<file path="src/hw/rtl/dmbms_pkg.sv">
// shared types and constants of the display mode best-match selector
`default_nettype none

package dmbms_pkg;

    localparam int ADDR_W = 5;
    localparam int DATA_W = 32;
    localparam int S_TDATA_W = 128;
    localparam int M_TDATA_W = 112;
    localparam int M_TUSER_W = 2;

    localparam logic [15:0] END_MARK = 16'hFFFF;
    localparam logic [15:0] NEED_ATTR = 16'h009B;
    localparam logic [7:0] MM_PACKED = 8'd4;
    localparam logic [7:0] MM_DIRECT = 8'd6;
    localparam logic [7:0] DEPTH_16 = 8'd16;
    localparam logic [7:0] DEPTH_24 = 8'd24;
    localparam logic [7:0] DEPTH_32 = 8'd32;

    localparam logic [2:0] REG_PREFER_ENABLE = 3'd0;
    localparam logic [2:0] REG_PREF_WIDTH = 3'd1;
    localparam logic [2:0] REG_PREF_HEIGHT = 3'd2;
    localparam logic [2:0] REG_PREF_DEPTH = 3'd3;
    localparam logic [2:0] REG_PREF_LINE_BYTES = 3'd4;

    typedef struct packed {
        logic        prefer_enable;
        logic [15:0] pref_width;
        logic [15:0] pref_height;
        logic [7:0]  pref_depth;
        logic [15:0] pref_line_bytes;
    } cfg_t;

    typedef struct packed {
        logic [15:0] mode_number;
        logic        query_failed;
        logic [15:0] mode_width;
        logic [15:0] mode_height;
        logic [7:0]  pixel_bits;
        logic [15:0] scan_line_bytes;
        logic [31:0] frame_base;
        logic [7:0]  mem_layout;
        logic [15:0] attributes;
    } mode_t;

    typedef struct packed {
        logic        have_best;
        logic        saw_error;
        logic [2:0]  best_score;
        logic [15:0] best_width;
        logic [15:0] best_height;
        logic [7:0]  best_depth;
    } search_t;

    typedef struct packed {
        logic       is_term;
        logic       set_error;
        logic       take;
        logic [2:0] score;
    } eval_t;

endpackage

`default_nettype wire

</file>
<file path="src/hw/rtl/display_mode_best_match_selector.sv">
// top level of the display mode best-match selector
// a terminator passes from the input register to the result register, where its result is presented;
// it leaves the input register only once the result register is free
// throughput: one transaction per cycle unless a terminator is held, with combinational evaluation
// mode transactions keep flowing while a result waits; only a terminator waits for m_tready
// reset: synchronous active-low aresetn clears the configuration registers, search state and both valid flags
`default_nettype none

module display_mode_best_match_selector (
    input  wire logic                            aclk,
    input  wire logic                            aresetn,
    input  wire logic                            psel,
    input  wire logic                            penable,
    input  wire logic                            pwrite,
    input  wire logic [dmbms_pkg::ADDR_W-1:0]    paddr,
    input  wire logic [dmbms_pkg::DATA_W-1:0]    pwdata,
    output logic      [dmbms_pkg::DATA_W-1:0]    prdata,
    output logic                                 pready,
    input  wire logic                            s_tvalid,
    output logic                                 s_tready,
    // mode_number, mode_width, mode_height, pixel_bits, scan_line_bytes,
    // frame_base, mem_layout, attributes
    input  wire logic [dmbms_pkg::S_TDATA_W-1:0] s_tdata,
    // query_failed
    input  wire logic                            s_tuser,
    output logic                                 m_tvalid,
    input  wire logic                            m_tready,
    // chosen_mode, chosen_width, chosen_height, chosen_depth, chosen_line_bytes,
    // chosen_base, match_score, zero pad
    output logic      [dmbms_pkg::M_TDATA_W-1:0] m_tdata,
    // found, error
    output logic      [dmbms_pkg::M_TUSER_W-1:0] m_tuser
);

    dmbms_pkg::cfg_t    cfg;
    dmbms_pkg::mode_t   mode_reg;
    dmbms_pkg::search_t search;
    dmbms_pkg::eval_t   ev;

    logic        in_valid_reg;
    logic        advance;
    logic        have_best_reg;
    logic        saw_error_reg;
    logic [2:0]  best_score_reg;
    logic [15:0] best_mode_reg;
    logic [15:0] best_width_reg;
    logic [15:0] best_height_reg;
    logic [7:0]  best_depth_reg;
    logic [15:0] best_line_bytes_reg;
    logic [31:0] best_base_reg;
    logic        out_valid_reg;
    logic [dmbms_pkg::M_TDATA_W-1:0] out_data_reg;
    logic [dmbms_pkg::M_TUSER_W-1:0] out_user_reg;
    logic [dmbms_pkg::M_TDATA_W-1:0] out_data_next;
    logic [dmbms_pkg::M_TUSER_W-1:0] out_user_next;
    logic        out_free;

    dmbms_regs u_regs (
        .aclk    (aclk),
        .aresetn (aresetn),
        .psel    (psel),
        .penable (penable),
        .pwrite  (pwrite),
        .paddr   (paddr),
        .pwdata  (pwdata),
        .prdata  (prdata),
        .pready  (pready),
        .cfg     (cfg)
    );

    assign search.have_best   = have_best_reg;
    assign search.saw_error   = saw_error_reg;
    assign search.best_score  = best_score_reg;
    assign search.best_width  = best_width_reg;
    assign search.best_height = best_height_reg;
    assign search.best_depth  = best_depth_reg;

    dmbms_eval u_eval (
        .mode   (mode_reg),
        .cfg    (cfg),
        .search (search),
        .result (ev)
    );

    assign out_free = !out_valid_reg || m_tready;
    assign advance  = in_valid_reg && (!ev.is_term || out_free);
    assign s_tready = !in_valid_reg || advance;

    assign m_tvalid = out_valid_reg;
    assign m_tdata  = out_data_reg;
    assign m_tuser  = out_user_reg;

    always_comb begin
        out_data_next = '0;
        out_user_next = '0;
        if (saw_error_reg) begin
            out_user_next = 2'b10;
        end else if (have_best_reg) begin
            out_user_next = 2'b01;
            out_data_next = {5'd0, best_score_reg, best_base_reg, best_line_bytes_reg,
                             best_depth_reg, best_height_reg, best_width_reg, best_mode_reg};
        end
    end

    // input register
    always_ff @(posedge aclk) begin
        if (!aresetn) begin
            in_valid_reg <= 1'b0;
        end else if (s_tready) begin
            in_valid_reg <= s_tvalid;
        end
    end

    always_ff @(posedge aclk) begin
        if (s_tvalid && s_tready) begin
            mode_reg.mode_number     <= s_tdata[15:0];
            mode_reg.query_failed    <= s_tuser;
            mode_reg.mode_width      <= s_tdata[31:16];
            mode_reg.mode_height     <= s_tdata[47:32];
            mode_reg.pixel_bits      <= s_tdata[55:48];
            mode_reg.scan_line_bytes <= s_tdata[71:56];
            mode_reg.frame_base      <= s_tdata[103:72];
            mode_reg.mem_layout      <= s_tdata[111:104];
            mode_reg.attributes      <= s_tdata[127:112];
        end
    end

    // search state
    always_ff @(posedge aclk) begin
        if (!aresetn) begin
            have_best_reg       <= 1'b0;
            saw_error_reg       <= 1'b0;
            best_score_reg      <= '0;
            best_mode_reg       <= '0;
            best_width_reg      <= '0;
            best_height_reg     <= '0;
            best_depth_reg      <= '0;
            best_line_bytes_reg <= '0;
            best_base_reg       <= '0;
        end else if (advance) begin
            if (ev.is_term) begin
                have_best_reg       <= 1'b0;
                saw_error_reg       <= 1'b0;
                best_score_reg      <= '0;
                best_mode_reg       <= '0;
                best_width_reg      <= '0;
                best_height_reg     <= '0;
                best_depth_reg      <= '0;
                best_line_bytes_reg <= '0;
                best_base_reg       <= '0;
            end else if (ev.set_error) begin
                saw_error_reg <= 1'b1;
            end else if (ev.take) begin
                have_best_reg       <= 1'b1;
                best_score_reg      <= ev.score;
                best_mode_reg       <= mode_reg.mode_number;
                best_width_reg      <= mode_reg.mode_width;
                best_height_reg     <= mode_reg.mode_height;
                best_depth_reg      <= mode_reg.pixel_bits;
                best_line_bytes_reg <= mode_reg.scan_line_bytes;
                best_base_reg       <= mode_reg.frame_base;
            end
        end
    end

    // result register
    always_ff @(posedge aclk) begin
        if (!aresetn) begin
            out_valid_reg <= 1'b0;
        end else if (advance && ev.is_term) begin
            out_valid_reg <= 1'b1;
        end else if (m_tready) begin
            out_valid_reg <= 1'b0;
        end
    end

    always_ff @(posedge aclk) begin
        if (advance && ev.is_term) begin
            out_data_reg <= out_data_next;
            out_user_reg <= out_user_next;
        end
    end

endmodule

`default_nettype wire

</file>
<file path="src/hw/rtl/dmbms_regs.sv">
// apb configuration registers of the display mode best-match selector
`default_nettype none

module dmbms_regs (
    input  wire logic                         aclk,
    input  wire logic                         aresetn,
    input  wire logic                         psel,
    input  wire logic                         penable,
    input  wire logic                         pwrite,
    input  wire logic [dmbms_pkg::ADDR_W-1:0] paddr,
    input  wire logic [dmbms_pkg::DATA_W-1:0] pwdata,
    output logic      [dmbms_pkg::DATA_W-1:0] prdata,
    output logic                              pready,
    output dmbms_pkg::cfg_t                   cfg
);

    dmbms_pkg::cfg_t cfg_reg;
    dmbms_pkg::cfg_t cfg_next;
    logic [2:0] reg_index;
    logic       wr_en;

    assign reg_index = paddr[dmbms_pkg::ADDR_W-1:2];
    assign wr_en     = psel && penable && pwrite;
    assign pready    = 1'b1;
    assign cfg       = cfg_reg;

    always_comb begin
        cfg_next = cfg_reg;
        if (wr_en) begin
            unique case (reg_index)
                dmbms_pkg::REG_PREFER_ENABLE:   cfg_next.prefer_enable = pwdata[0];
                dmbms_pkg::REG_PREF_WIDTH:      cfg_next.pref_width = pwdata[15:0];
                dmbms_pkg::REG_PREF_HEIGHT:     cfg_next.pref_height = pwdata[15:0];
                dmbms_pkg::REG_PREF_DEPTH:      cfg_next.pref_depth = pwdata[7:0];
                dmbms_pkg::REG_PREF_LINE_BYTES: cfg_next.pref_line_bytes = pwdata[15:0];
                default: cfg_next = cfg_reg;
            endcase
        end
    end

    always_comb begin
        unique case (reg_index)
            dmbms_pkg::REG_PREFER_ENABLE:   prdata = {31'd0, cfg_reg.prefer_enable};
            dmbms_pkg::REG_PREF_WIDTH:      prdata = {16'd0, cfg_reg.pref_width};
            dmbms_pkg::REG_PREF_HEIGHT:     prdata = {16'd0, cfg_reg.pref_height};
            dmbms_pkg::REG_PREF_DEPTH:      prdata = {24'd0, cfg_reg.pref_depth};
            dmbms_pkg::REG_PREF_LINE_BYTES: prdata = {16'd0, cfg_reg.pref_line_bytes};
            default: prdata = '0;
        endcase
    end

    always_ff @(posedge aclk) begin
        if (!aresetn) begin
            cfg_reg <= '0;
        end else begin
            cfg_reg <= cfg_next;
        end
    end

endmodule

`default_nettype wire

</file>
<file path="src/hw/rtl/dmbms_eval.sv">
// mode qualification, mismatch score and replace decision
`default_nettype none

module dmbms_eval (
    input  wire dmbms_pkg::mode_t   mode,
    input  wire dmbms_pkg::cfg_t    cfg,
    input  wire dmbms_pkg::search_t search,
    output dmbms_pkg::eval_t        result
);

    logic       model_ok;
    logic       base_ok;
    logic       attr_ok;
    logic       depth_ok;
    logic       qualifies;
    logic [2:0] score;
    logic       larger;
    logic       better;

    assign model_ok = (mode.mem_layout == dmbms_pkg::MM_PACKED) ||
                      (mode.mem_layout == dmbms_pkg::MM_DIRECT);
    assign base_ok  = (mode.frame_base != 32'd0);
    assign attr_ok  = ((mode.attributes & dmbms_pkg::NEED_ATTR) == dmbms_pkg::NEED_ATTR);
    assign depth_ok = (mode.pixel_bits == dmbms_pkg::DEPTH_16) ||
                      (mode.pixel_bits == dmbms_pkg::DEPTH_24) ||
                      (mode.pixel_bits == dmbms_pkg::DEPTH_32);
    assign qualifies = model_ok && base_ok && attr_ok && depth_ok;

    assign score = {2'b00, cfg.pref_width != mode.mode_width}
                 + {2'b00, cfg.pref_width > mode.mode_width}
                 + {2'b00, cfg.pref_height != mode.mode_height}
                 + {2'b00, cfg.pref_height > mode.mode_height}
                 + {2'b00, cfg.pref_depth != mode.pixel_bits}
                 + {2'b00, cfg.pref_depth > mode.pixel_bits}
                 + {2'b00, cfg.pref_line_bytes != mode.scan_line_bytes};

    assign larger = (search.best_width <= mode.mode_width) &&
                    (search.best_height <= mode.mode_height) &&
                    (search.best_depth <= mode.pixel_bits);
    assign better = cfg.prefer_enable ? (score < search.best_score) : larger;

    always_comb begin
        result.is_term   = (mode.mode_number == dmbms_pkg::END_MARK);
        result.set_error = !result.is_term && !search.saw_error && mode.query_failed;
        result.take      = !result.is_term && !search.saw_error && !mode.query_failed &&
                           qualifies && (!search.have_best || better);
        result.score     = cfg.prefer_enable ? score : 3'd0;
    end

endmodule

`default_nettype wire

</file>
<file path="config.mk">
export PLATFORM = sky130hd
export DESIGN_NAME = display_mode_best_match_selector
export DESIGN_NICKNAME = d
export VERILOG_FILES = /design/src/hw/rtl/dmbms_pkg.sv /design/src/hw/rtl/display_mode_best_match_selector.sv /design/src/hw/rtl/dmbms_regs.sv /design/src/hw/rtl/dmbms_eval.sv
export SDC_FILE = /design/constraint.sdc
export NUM_CORES = 1
export LEC_CHECK = 0
export ABC_AREA = 1
export BUFFER_PORTS_ARGS = -buffer_cell sky130_fd_sc_hd__buf_2
export CAP_MARGIN = 20
export CORE_MARGIN = 8
export CORE_UTILIZATION = 45
export DETAILED_ROUTE_END_ITERATION = 8
export PLACE_DENSITY = 0.65
export SETUP_SLACK_MARGIN = 0.3
export SYNTH_ARGS = -nofsm -noshare
export SYNTH_HDL_FRONTEND = slang
export SYNTH_SLANG_ARGS = --single-unit
</file>
<file path="constraint.sdc">
create_clock -name aclk -period 5.4 [get_ports aclk]
set_input_delay 0.27 -clock aclk [delete_from_list [all_inputs] [get_ports aclk]]
set_output_delay 0.27 -clock aclk [all_outputs]
set_load 0.005 [all_outputs]
</file>
==> reports/qor.txt <==
outcome = finished, final reports clean
part of the cycle the worst path needs = 88.31%
routed wire length = 50250 microns
Root Buffer = clkbuf_16
Row Count = 71
WP data arrival = 5.17 ns
Yosys top cell by area = edfxtp_1
f_max = 0.2097 GHz
Layout fillers = 3293
H-tree levels = 2
fin cells = 2618
Area after DPL = 0.01863 sq mm
total global-route track usage = 21.73%
Overflow after GRT = 0
synth top area cells = edfxtp_1 (40%), dfxtp_1 (20%), ha_1 (6.3%), nor2_1 (5.3%), nand4_1 (4.4%)
Clock Skew = 0.02390 ns
Worst-Margin Slew = 1.116 ns
vias in the first global route = 13440
Pwr Total = 6.406 mW
WL per Instance = 19.19 microns
number of I/O port buffers = 269
first-pass GRT wire length = 75580 microns
DRC viols = 0
Pleak = 7.869 nW
largest net degree at the start of global routing = 78
Crit. End Element = register
Setup TNS Final = 0 ns
post-synthesis sequential area ratio = 59.67%
synthesized cell area = 0.01701 sq mm
Worst-Skew Late Latency = 0.56 ns
Max clock buf depth = 3
Die Wd = 210.4 microns
Cells after DPL = 2404
Pwr Density = 299.5 mW/mm^2
top-count cell post-synth = nor2_1
endpoints failing setup = 0
relative slew slack = 25.21%
setup slack after layout = 0.6312 ns
Synth cell types = 39
RSZ-0062 raised after global routing = yes
Setup crit start kind = register
area growth from synthesis to layout = 25.76%
IO Pins = 322
Post-Layout Inst Area = 0.02139 sq mm
post-synth top area share = 39.90%
CTS tree = yes
Largest register FFs = 117
Placement Setup Slack = 0.3957 ns
core area = 0.03749 sq mm
HPWL after DPL = 32460 microns
Max-Cap Viols = 0
Hold Crit Depth = 3
Hold WC Path Type = input pin to register
die area = 0.04427 sq mm
share of cells above drive strength 1 = 17.78%
Initial Util = 45.37%
clk slew on worst S/H paths = 0.06 ns
Final nets = 2332
final count of hold timing violations = 0
antenna violations before repair = 5
Synth Instances = 1702
Seq cells post-synth = 394
synth cell count leaders = nor2_1 (242), edfxtp_1 (226), inv_1 (194)
Vias = 13630
1st-pass router iterations = 5
TritonCTS Buffers = 42
CTS Sinks = 394
Final Max Tran Viols = 0
Peak VDD IR = 0.0002615 V
chip height = 210.4 microns
mean post-synth cell area = 9.993 sq um
Tmin final = 4.769 ns
Crit path required time = 5.80 ns
GP Congestion = 0.8550
Synth Warn # = 0
worst-path fanout max = 21
ANT nets after route = 0
Worst R2R Path Depth = 27
vias per inst = 5.207
critical path class = register to register
share of flip-flops with an asynchronous set or reset = 0%
number of synthesized flops with an enable pin = 226
ys flop type = edfxtp_1
starting DRC count in detailed routing = 851
timing repair:
action	CTS	global route
hold buffers	130	0
buffers inserted	0	2
endpoints found under the hold margin	140	0
resized for setup	0	9
endpoints found under the setup margin	0	108
worst paths after layout:
path	from	end	slack [ns]
max	mode_reg[89]$_DFFE_PP_	best_height_reg[5]$_SDFFE_PN0P_	0.63
min	pwdata[1]	u_regs.cfg[17]$_SDFFE_PN0P_	0.03
max reg2reg	mode_reg[89]$_DFFE_PP_	best_height_reg[5]$_SDFFE_PN0P_	0.63
min reg2reg	saw_error_reg$_SDFFE_PN0P_	m_tuser[1]$_SDFFCE_PP1P_	0.46
stage by stage:
stage | hold WS [ns] | utilization [%]
2_1_floorplan | 0.3689 | -
3_3_place_gp | 0.4466 | 49.68
3_5_place_dp | 0.4457 | 49.68
4_1_cts | 0.003734 | 56.68
5_1_grt | 0.01271 | 57.05
6_report | 0.03459 | 57.06
cell usage in the layout (no fill, tap or decap), types with 3 or more instances in the layout:
cell / n
buf_4: 13
nor2_1: 241
nand3_1: 122
edfxtp_1: 226
clkinv_1: 3
nor3_1: 11
o21ai_0: 67
dlygate4sd3_1: 130
ha_1: 85
a21oi_1: 146
nand2_1: 137
nand2_4: 3
nor3_2: 5
buf_2: 269
clkbuf_8: 7
clkbuf_1: 10
a211oi_1: 3
inv_4: 4
xnor2_1: 13
inv_1: 193
nand4_1: 120
nor4_1: 13
diode_2: 3
o21a_1: 4
clkbuf_16: 45
dfxtp_1: 168
clkinv_2: 10
conb_1: 22
logic make-up (layout without fill, tap and decap cells):
kind of cell	after synthesis	count (layout)	synth area share, %
AOI/OAI and AO/OA	235	235	7.253
buffers and inverters	314	695	8.165
xor gates and xnor gates	14	14	0.7209
other	2	25	0.04415
adders and majority gates	87	87	6.488
and+or+nand+nor	656	657	17.65
DFF	394	394	59.67
routing by layer:
layer	track usage, %	vias to the layer above	routed length (microns)
met5	0	-	12
met4	9.315	2	1741
met3	4.515	99	3659
met2	35.67	489	23770
met1	27.66	6495	21070
li1	-	6548	-
cell type report:
type | count | area, sq um | area share [%]
clock buffers | 60 | 1210 | 5.656
clock inverters | 16 | 112.6 | 0.5264
inverters | 200 | 759.5 | 3.551
repair buffers | 419 | 2893 | 13.52
diodes | 3 | 7.507 | 0.03510
well taps | 511 | 639.4 | 2.989
multi-input cells | 1015 | 5619 | 26.27
flip-flops and latches | 394 | 10150 | 47.45
worst max-delay path: stages, from the launching register on:
cell      delay [ns]
edfxtp_1        0.38
inv_1           0.11
ha_1            0.26
a21oi_1         0.15
nor2_1          0.06
a211oi_1        0.16
o21ai_0         0.12
nor3_2          0.19
nand2_1         0.11
a21oi_1         0.18
ha_1            0.26
inv_1           0.08
fa_1            0.40
inv_1           0.08
ha_1            0.14
inv_1           0.05
fa_1            0.40
xnor2_2         0.19
ha_1            0.27
a21oi_1         0.16
nand3_1         0.09
nand2_1         0.06
inv_1           0.06
nand2_4         0.14
nand2_8         0.12
buf_16          0.21
nand3_1         0.10
a21oi_1         0.09
power breakdown:
group | total, mW | leakage (nW) | switching (mW) | internal (mW)
logic | 0.334 | 3.96 | 0.178 | 0.156
clock network | 2.77 | 0.654 | 1.17 | 1.61
registers | 3.30 | 3.25 | 0.0520 | 3.25
No activity file was read; power rests on OpenSTA's default activity.
